--- config.mk ---
export PLATFORM = sky130hd
export DESIGN_NAME = session_sequence_tracker_core
export DESIGN_NICKNAME = d
export VERILOG_FILES = /design/src/rtl/core/sst_pkg.sv /design/src/rtl/core/sst_queue.sv /design/src/rtl/core/sst_front.sv /design/src/rtl/core/sst_back.sv /design/src/rtl/core/session_sequence_tracker_core.sv
export SDC_FILE = /design/constraint.sdc
export NUM_CORES = 2
export LEC_CHECK = 0
export BUFFER_PORTS_ARGS = -buffer_cell sky130_fd_sc_hd__buf_2
export CORE_MARGIN = 3
export CORE_UTILIZATION = 45
export DETAILED_ROUTE_END_ITERATION = 8
export MAX_ROUTING_LAYER = met4
export PLACE_DENSITY_LB_ADDON = 0.25
export SYNTH_ARGS = -nofsm -noshare
export SYNTH_HDL_FRONTEND = slang
export SYNTH_SLANG_ARGS = --single-unit
--- constraint.sdc ---
create_clock -name clk -period 9.6 [get_ports clk]
set_input_delay 0.48 -clock clk [delete_from_list [all_inputs] [get_ports clk]]
set_output_delay 0.48 -clock clk [all_outputs]
set_load 0.02 [all_outputs]
--- src/rtl/core/sst_pkg.sv ---
// ----------------------------------------------------------------------------
// sst_pkg
// Types, codes and sizes shared by the session sequence tracker modules.
// ----------------------------------------------------------------------------
package sst_pkg;

	localparam int SESSIONS = 16;
	localparam int SLOT_W   = (SESSIONS > 1) ? $clog2(SESSIONS) : 1;
	localparam int QDEPTH   = 2;

	typedef enum logic [1:0] {
		CMD_HELLO   = 2'd0,
		CMD_DATA    = 2'd1,
		CMD_ALIVE   = 2'd2,
		CMD_GOODBYE = 2'd3
	} cmd_t;

	typedef enum logic [1:0] {
		RK_NONE    = 2'd0,
		RK_HELLO   = 2'd1,
		RK_ALIVE   = 2'd2,
		RK_GOODBYE = 2'd3
	} reply_t;

	typedef enum logic [2:0] {
		EV_CREATED   = 3'd0,
		EV_ACCEPTED  = 3'd1,
		EV_DUPLICATE = 3'd2,
		EV_PROTOCOL  = 3'd3,
		EV_CLOSED    = 3'd4,
		EV_UNKNOWN   = 3'd5,
		EV_BADOPEN   = 3'd6,
		EV_FULL      = 3'd7
	} event_t;

	typedef enum logic [1:0] {
		BK_IDLE,
		BK_LOOK,
		BK_EXEC,
		BK_OUT
	} back_state_t;

	typedef struct packed {
		logic [31:0] session_id;
		logic [1:0]  command;
		logic [31:0] seq_number;
	} hdr_t;

	typedef struct packed {
		logic [1:0]  reply_kind;
		logic [31:0] reply_session;
		logic [31:0] reply_seq;
		logic [2:0]  event_res;
		logic [31:0] lost_count;
		logic [3:0]  slot_index;
	} res_t;

	// A header together with the flags the front end derives from it.
	typedef struct packed {
		hdr_t hdr;
		logic hello_open;
		logic is_data;
		logic is_goodbye;
	} qent_t;

endpackage

--- src/rtl/core/sst_queue.sv ---
// ----------------------------------------------------------------------------
// sst_queue
// Short FIFO of classified headers between the front end and the back end.
// ----------------------------------------------------------------------------
module sst_queue (
	input  logic          clk,
	input  logic          arst_n,
	input  logic          push,
	input  sst_pkg::qent_t push_data,
	output logic          full,
	input  logic          pop,
	output logic          nonempty,
	output sst_pkg::qent_t pop_data
);
	import sst_pkg::*;

	localparam int PTR_W = (QDEPTH > 1) ? $clog2(QDEPTH) : 1;
	localparam int CNT_W = $clog2(QDEPTH + 1);

	qent_t            mem_q [QDEPTH];
	logic [PTR_W-1:0] wr_ptr_q;
	logic [PTR_W-1:0] rd_ptr_q;
	logic [CNT_W-1:0] count_q;
	logic             do_push;
	logic             do_pop;

	assign full     = (count_q == CNT_W'(QDEPTH));
	assign nonempty = (count_q != '0);
	assign pop_data = mem_q[rd_ptr_q];
	assign do_push  = push && !full;
	assign do_pop   = pop && nonempty;

	always_ff @(posedge clk or negedge arst_n) begin
		if (!arst_n) begin
			wr_ptr_q <= '0;
			rd_ptr_q <= '0;
			count_q  <= '0;
		end else begin
			if (do_push) begin
				wr_ptr_q <= (wr_ptr_q == PTR_W'(QDEPTH - 1)) ? '0 : wr_ptr_q + 1'b1;
			end
			if (do_pop) begin
				rd_ptr_q <= (rd_ptr_q == PTR_W'(QDEPTH - 1)) ? '0 : rd_ptr_q + 1'b1;
			end
			if (do_push && !do_pop) begin
				count_q <= count_q + 1'b1;
			end else if (do_pop && !do_push) begin
				count_q <= count_q - 1'b1;
			end
		end
	end

	always_ff @(posedge clk) begin
		if (do_push) begin
			mem_q[wr_ptr_q] <= push_data;
		end
	end

endmodule

--- src/rtl/core/sst_front.sv ---
// ----------------------------------------------------------------------------
// sst_front
// Accepts headers, classifies the command and feeds the queue.
// ----------------------------------------------------------------------------
module sst_front (
	input  logic           clk,
	input  logic           arst_n,
	input  logic           hdr_valid,
	output logic           hdr_stall,
	input  sst_pkg::hdr_t  hdr,
	output logic           push,
	output sst_pkg::qent_t push_data,
	input  logic           q_full
);
	import sst_pkg::*;

	logic  valid_s1;
	qent_t entry_s1;
	logic  take;

	// The input register empties into the queue in the same cycle it refills.
	assign hdr_stall = valid_s1 && q_full;
	assign take      = hdr_valid && !hdr_stall;
	assign push      = valid_s1 && !q_full;
	assign push_data = entry_s1;

	always_ff @(posedge clk or negedge arst_n) begin
		if (!arst_n) begin
			valid_s1 <= 1'b0;
		end else if (take) begin
			valid_s1 <= 1'b1;
		end else if (push) begin
			valid_s1 <= 1'b0;
		end
	end

	always_ff @(posedge clk) begin
		if (take) begin
			entry_s1.hdr        <= hdr;
			entry_s1.hello_open <= (hdr.command == CMD_HELLO) && (hdr.seq_number == '0);
			entry_s1.is_data    <= (hdr.command == CMD_DATA);
			entry_s1.is_goodbye <= (hdr.command == CMD_GOODBYE);
		end
	end

endmodule

--- src/rtl/core/sst_back.sv ---
// ----------------------------------------------------------------------------
// sst_back
// Session table lookup, protocol rules, table update and result register.
// ----------------------------------------------------------------------------
module sst_back (
	input  logic           clk,
	input  logic           arst_n,
	input  logic           q_nonempty,
	input  sst_pkg::qent_t q_data,
	output logic           q_pop,
	output logic           res_valid,
	input  logic           res_stall,
	output sst_pkg::res_t  res
);
	import sst_pkg::*;

	back_state_t       state_q;
	back_state_t       state_d;
	logic              look_en;
	logic              exec_en;

	logic              valid_q [SESSIONS];
	logic [31:0]       sess_q  [SESSIONS];
	logic [31:0]       exp_q   [SESSIONS];

	qent_t             item_s1;
	logic              found_s2;
	logic              full_s2;
	logic [SLOT_W-1:0] slot_s2;
	res_t              res_q;

	logic              found_c;
	logic              have_free_c;
	logic [SLOT_W-1:0] match_slot_c;
	logic [SLOT_W-1:0] free_slot_c;

	logic [31:0]       expv;
	logic [31:0]       seq;
	logic [31:0]       new_exp;
	logic              keep;
	res_t              res_d;

	// Control: pop, lookup, execute, then hold the result until taken.
	always_ff @(posedge clk or negedge arst_n) begin
		if (!arst_n) begin
			state_q <= BK_IDLE;
		end else begin
			state_q <= state_d;
		end
	end

	always_comb begin
		state_d = state_q;
		q_pop   = 1'b0;
		look_en = 1'b0;
		exec_en = 1'b0;
		unique case (state_q)
			BK_IDLE: begin
				if (q_nonempty) begin
					q_pop   = 1'b1;
					state_d = BK_LOOK;
				end
			end
			BK_LOOK: begin
				look_en = 1'b1;
				state_d = BK_EXEC;
			end
			BK_EXEC: begin
				exec_en = 1'b1;
				state_d = BK_OUT;
			end
			BK_OUT: begin
				if (!res_stall) begin
					if (q_nonempty) begin
						q_pop   = 1'b1;
						state_d = BK_LOOK;
					end else begin
						state_d = BK_IDLE;
					end
				end
			end
			default: state_d = BK_IDLE;
		endcase
	end

	assign res_valid = (state_q == BK_OUT);
	assign res       = res_q;

	// Parallel compare across all slots; the lowest match and lowest free slot win.
	always_comb begin
		found_c      = 1'b0;
		have_free_c  = 1'b0;
		match_slot_c = '0;
		free_slot_c  = '0;
		for (int k = SESSIONS - 1; k >= 0; k--) begin
			if (valid_q[k]) begin
				if (sess_q[k] == item_s1.hdr.session_id) begin
					found_c      = 1'b1;
					match_slot_c = SLOT_W'(k);
				end
			end else begin
				have_free_c = 1'b1;
				free_slot_c = SLOT_W'(k);
			end
		end
	end

	always_ff @(posedge clk) begin
		if (q_pop) begin
			item_s1 <= q_data;
		end
		if (look_en) begin
			found_s2 <= found_c;
			full_s2  <= !found_c && !have_free_c;
			slot_s2  <= found_c ? match_slot_c : free_slot_c;
		end
	end

	// Protocol rules for the selected slot. A newly allocated slot expects zero.
	assign expv = found_s2 ? exp_q[slot_s2] : '0;
	assign seq  = item_s1.hdr.seq_number;

	always_comb begin
		new_exp             = expv;
		keep                = 1'b1;
		res_d.reply_kind    = RK_NONE;
		res_d.reply_session = item_s1.hdr.session_id;
		res_d.reply_seq     = '0;
		res_d.event_res     = EV_FULL;
		res_d.lost_count    = '0;
		res_d.slot_index    = 4'(slot_s2);
		if (full_s2) begin
			res_d.reply_session = '0;
			res_d.slot_index    = '0;
		end else if (expv == '0) begin
			if (item_s1.hello_open) begin
				new_exp          = 32'd1;
				res_d.reply_kind = RK_HELLO;
				res_d.event_res  = EV_CREATED;
			end else begin
				keep             = 1'b0;
				res_d.reply_kind = RK_GOODBYE;
				res_d.event_res  = EV_BADOPEN;
			end
		end else if (item_s1.is_data) begin
			if (seq < expv) begin
				res_d.reply_seq = expv;
				if (seq + 32'd1 == expv) begin
					res_d.reply_kind = RK_ALIVE;
					res_d.event_res  = EV_DUPLICATE;
				end else begin
					keep             = 1'b0;
					res_d.reply_kind = RK_GOODBYE;
					res_d.event_res  = EV_PROTOCOL;
				end
			end else begin
				new_exp          = seq + 32'd1;
				res_d.reply_kind = RK_ALIVE;
				res_d.reply_seq  = seq;
				res_d.event_res  = EV_ACCEPTED;
				res_d.lost_count = seq - expv;
			end
		end else begin
			keep             = 1'b0;
			res_d.reply_kind = RK_GOODBYE;
			res_d.reply_seq  = expv;
			res_d.event_res  = item_s1.is_goodbye ? EV_CLOSED : EV_UNKNOWN;
		end
	end

	always_ff @(posedge clk or negedge arst_n) begin
		if (!arst_n) begin
			for (int k = 0; k < SESSIONS; k++) begin
				valid_q[k] <= 1'b0;
			end
		end else if (exec_en && !full_s2) begin
			valid_q[slot_s2] <= keep;
		end
	end

	always_ff @(posedge clk) begin
		if (exec_en) begin
			res_q <= res_d;
			if (!full_s2) begin
				exp_q[slot_s2] <= new_exp;
				if (!found_s2) begin
					sess_q[slot_s2] <= item_s1.hdr.session_id;
				end
			end
		end
	end

endmodule

--- src/rtl/core/session_sequence_tracker_core.sv ---
// ----------------------------------------------------------------------------
// session_sequence_tracker_core
// Tracks sequence numbers of packet sessions and produces one reply per header.
// ----------------------------------------------------------------------------
// Channel   Direction  Handshake            Payload
// hdr       in         hdr_valid/hdr_stall  hdr_t: session_id, command, seq_number
// res       out        res_valid/res_stall  res_t: reply, event, lost count, slot
//
// The back end takes one header at a time through pop, table lookup, execute and
// update; it pops the next header only when the result is taken.
// A header passes the front register, the queue, the back end and the result register.
// Reset clears the session valid bits at once; there is no clearing pass.
// A stalled result holds the back end; the front register and queue keep
// taking headers until the queue is full and the front register holds one.
// ----------------------------------------------------------------------------
module session_sequence_tracker_core (
	input  logic          clk,
	input  logic          arst_n,
	input  logic          hdr_valid,
	output logic          hdr_stall,
	input  sst_pkg::hdr_t hdr,
	output logic          res_valid,
	input  logic          res_stall,
	output sst_pkg::res_t res
);
	import sst_pkg::*;

	logic  push;
	qent_t push_data;
	logic  q_full;
	logic  q_pop;
	logic  q_nonempty;
	qent_t q_data;

	sst_front u_front (
		.clk       (clk),
		.arst_n    (arst_n),
		.hdr_valid (hdr_valid),
		.hdr_stall (hdr_stall),
		.hdr       (hdr),
		.push      (push),
		.push_data (push_data),
		.q_full    (q_full)
	);

	sst_queue u_queue (
		.clk       (clk),
		.arst_n    (arst_n),
		.push      (push),
		.push_data (push_data),
		.full      (q_full),
		.pop       (q_pop),
		.nonempty  (q_nonempty),
		.pop_data  (q_data)
	);

	sst_back u_back (
		.clk        (clk),
		.arst_n     (arst_n),
		.q_nonempty (q_nonempty),
		.q_data     (q_data),
		.q_pop      (q_pop),
		.res_valid  (res_valid),
		.res_stall  (res_stall),
		.res        (res)
	);

endmodule

==> summary.md <==
| Metric | Value |
|---|---|
| Run status | `complete, no violations` |
| Synth Register Bits | `1,430` |
| Final core utilization | `52.0%` |
| Die area | `0.138 sq mm` |
| Core Region | `0.132 sq mm` |
| Largest net degree at the start of global routing | `84` |
| Vias per inst | `5.70` |
| Setup Crit Path Kind | `reg2reg` |
| Final period util | `75.5%` |
| Slowest Stage Delay on Critical Path | `930 ps` |
| DRC | `0` |
| Worst flop-to-flop path endpoint | `u_back.exp_q[1][0]$_DFFE_PP_` |
| Fmax | `0.138 GHz` |
| CTS root buf | `clkbuf_16` |
| Syn_area_per_cell | `16.1 sq um` |
| DRT Pass-1 Iters | `6` |
| Final HPWL DP | `92.5 mm` |
| Most used cell, CP | `o31ai_1` |
| DRT antenna net count | `0` |
| Cell count after synthesis | `3,734` |
| Max Fanout on Critical Path | `40` |
| Reg2Reg Depth | `16` |
| Share of the synthesized area in the top cell type | `70.3%` |
| Share of cells above drive strength 1 | `16.0%` |
| RSZ-0062 raised after global routing | `false` |
| Total negative slack | `0 ps` |
| CTS tree | `yes` |
| Synth unique cells | `75` |
| Clk_skew | `40.4 ps` |
| Worst-skew pair later-pin latency | `780 ps` |
| Hold Fails Final Rpt | `0` |
| Nature of the critical path startpoint | `flop` |
| Final Max Slew Viols | `0` |
| Final cell count without fillers | `5,939` |
| Most numerous cell in the Yosys netlist | `edfxtp_1` |
| Total congestion overflow | `0` |
| Final worst-path setup slack | `2350 ps` |
| Maximum vdd drop | `0.209 mV` |
| Placed cell area | `0.0633 sq mm` |
| 1st-iter DRT viols | `3,543` |
| Via count | `33,900` |
| First-pass GRT wire length | `224 mm` |
| Synth warnings | `0` |
| Least-Margin Pin Slew | `1170 ps` |
| Dominant cells by area after synthesis | `edfxtp_1, xor2_1, mux2i_1` |
| Register area share after synthesis | `71.4%` |
| CP Buf/Inv Count | `2` |
| Clk buf depth | `3` |
| Max_slew headroom | `19.7%` |
| Wire length per cell | `25.7 microns` |
| Reg2Reg Setup Slack | `2350 ps` |
| Final wirelength | `153 mm` |
| Min-delay src | `hdr[32]` |
| Num ports | `177` |
| PwrDens | `329 mW/mm^2` |
| Die Y-Extent | `371 microns` |
| CTS sink cnt | `1,430` |
| Leak | `22.8 nW` |
| Final setup fails | `0` |
| Mapped cell area | `0.0600 sq mm` |
| I/O Buffers | `176` |
| Initial antenna violation count | `3` |
| Clock slew at reported path FFs | `60 ps` |
| Dpl cells | `5,607` |
| Vias in the first global route | `33,400` |
| Min-Delay Endpoint | `u_front.push_data[1]$_DFFE_PP_` |
| Floorplan row count | `133` |
| Multi-input gate area | `0.0165 sq mm` |
| CTS Buf Count | `145` |
| Dominant synthesized flop cell | `edfxtp_1` |
| Tot GR Track Use | `22.8%` |
| Number of H-tree levels | `4` |
| Net count after synthesis | `3,844` |
| Area Overhead vs Synth | `14.4%` |
| Delay-heaviest family, CP | `simple AND/OR/NAND/NOR gates` |
| Worst path arrival time | `7660 ps` |
| Hold Path Class | `in2reg` |
| Post-synth top cells | `edfxtp_1, xor2_1, mux2i_1` |
| Pre-CTS setup slack | `2490 ps` |
| Cell Chain, Critical Path | `buf_4 -> and2_2 -> a22oi_1 -> nand3_1 -> nand2_1 -> inv_1 -> ha_1 -> a211oi_1 -> nor2_1 -> o31ai_1 -> o22ai_1 -> nand4b_1 -> a21oi_1 -> o31ai_1 -> or3_2 -> mux2i_1` |
| Post-synth EDFFs | `1,403` |
| Post-synth ARST share | `1.61%` |
| Initial core utilization | `45.4%` |
| Largest area contributor in the netlist | `edfxtp_1` |
| CP required | `10,010 ps` |
| Post-layout instance area | `0.0686 sq mm` |
| Max_cap viols | `0` |
| Post-CTS setup buffer count | `0` |
| Hold_buf cts | `68` |
| Register area | `0.0428 sq mm` |
| CTS resizes | `0` |
| Fillers | `10,600` |
| Die X | `371 microns` |
| Slowest stage cell, crit path | `mux2i_1` |
| Worst Hold Depth | `2` |
| NumNets Final | `4,177` |
| Critical Path Sink Type | `flop` |
| Fin crit period | `7250 ps` |
| GP Congestion | `0.923` |
routing by layer:
layer  track usage [%]  up-vias  wire length [microns]
met4              6.16        0                   3310
met3              3.96      211                  10700
met1              31.6    17400                  67000
li1                  -    15100                      -
met5                 -        -                      0
met2              34.9     1190                  71700
metrics by stage:
| step | power, mW | hold WS [ps] |
|---|---|---|
| floorplan | 14.4 | 184 |
| global placement | 17.1 | 422 |
| global route | 23.6 | 93.6 |
| detailed placement | 17.2 | 430 |
| CTS | 22.6 | 33.1 |
| finish | 22.5 | 91.9 |
registers in the layout, summed over array words and instances, names as in the netlist, named ones only:
name               count
u_back.found_s2        1
u_back.slot_s2         4
u_back.sess_q        512
u_back.res           105
u_back.valid_q        16
u_back.full_s2         1
u_back.exp_q         512
u_front.push_data     67
u_queue.mem_q        134
u_front.valid_s1       1
u_queue.count_q        2
u_back.item_s1        35
u_back.seq            32
u_queue.wr_ptr_q       1
u_back.state_q         2
u_queue.rd_ptr_q       1
power by group:
| part | internal (mW) | switching [mW] | total (mW) |
|---|---|---|---|
| Sequential | 8.87 | 0.565 | 9.43 |
| Clock | 3.08 | 2.34 | 5.43 |
| Combinational | 2.41 | 5.26 | 7.67 |
final cells by class:
| type | count | area share [%] |
|---|---|---|
| Tap cell | 1755 | 3.20 |
| Multi-Input combinational cell | 2092 | 24.0 |
| Timing Repair Buffer | 349 | 3.44 |
| Clock inverter | 77 | 1.03 |
| Clock buffer | 183 | 5.59 |
| Sequential cell | 1430 | 62.4 |
| Antenna cell | 4 | 0.0146 |
| Inverter | 49 | 0.268 |
logic make-up after synthesis:
family / after synthesis / share of synthesized area (%)
buffers and inverters: 212 / 1.56
AOI/OAI and AO/OA: 297 / 3.38
adders and majority gates: 40 / 0.847
muxes: 320 / 6.39
DFF: 1430 / 71.4
xor gates and xnor gates: 598 / 8.73
and+or+nand+nor: 837 / 7.74
how the worst max path moves through the flow:
stage | endpoint | cells past startpoint | startpoint
after global routing | u_back.exp_q[15][31]$_DFFE_PP_ | 17 | flop
after global placement | u_back.exp_q[2][0]$_DFFE_PP_ | 16 | flop
after floorplan | u_back.sess_q[2][0]$_DFFE_PP_ | 4 | u_back.state_q[0]$_DFFE_PN0P_
after detailed placement | u_back.exp_q[15][31]$_DFFE_PP_ | 17 | flop
after CTS | u_back.exp_q[1][0]$_DFFE_PP_ | 16 | flop
final | u_back.exp_q[1][0]$_DFFE_PP_ | 16 | flop
placed cells by master (no fill, tap or decap), drive strengths merged, types with 55 or more instances in the layout:
cell         Yosys  layout
xnor2          192     192
mux2            86      86
clkbuf         102     183
nand3           80      80
edfxtp        1403    1403
nor3            72      72
nor2           101     101
o21ai           57      57
nand4           90      90
xor2           406     406
nand2          137     137
nor4           176     176
clkinv           0      56
buf             61     281
mux2i          195     195
dlygate4sd3      0      68
inv             49      55
a22oi           90      90
Power figures use the tool's default switching activity.
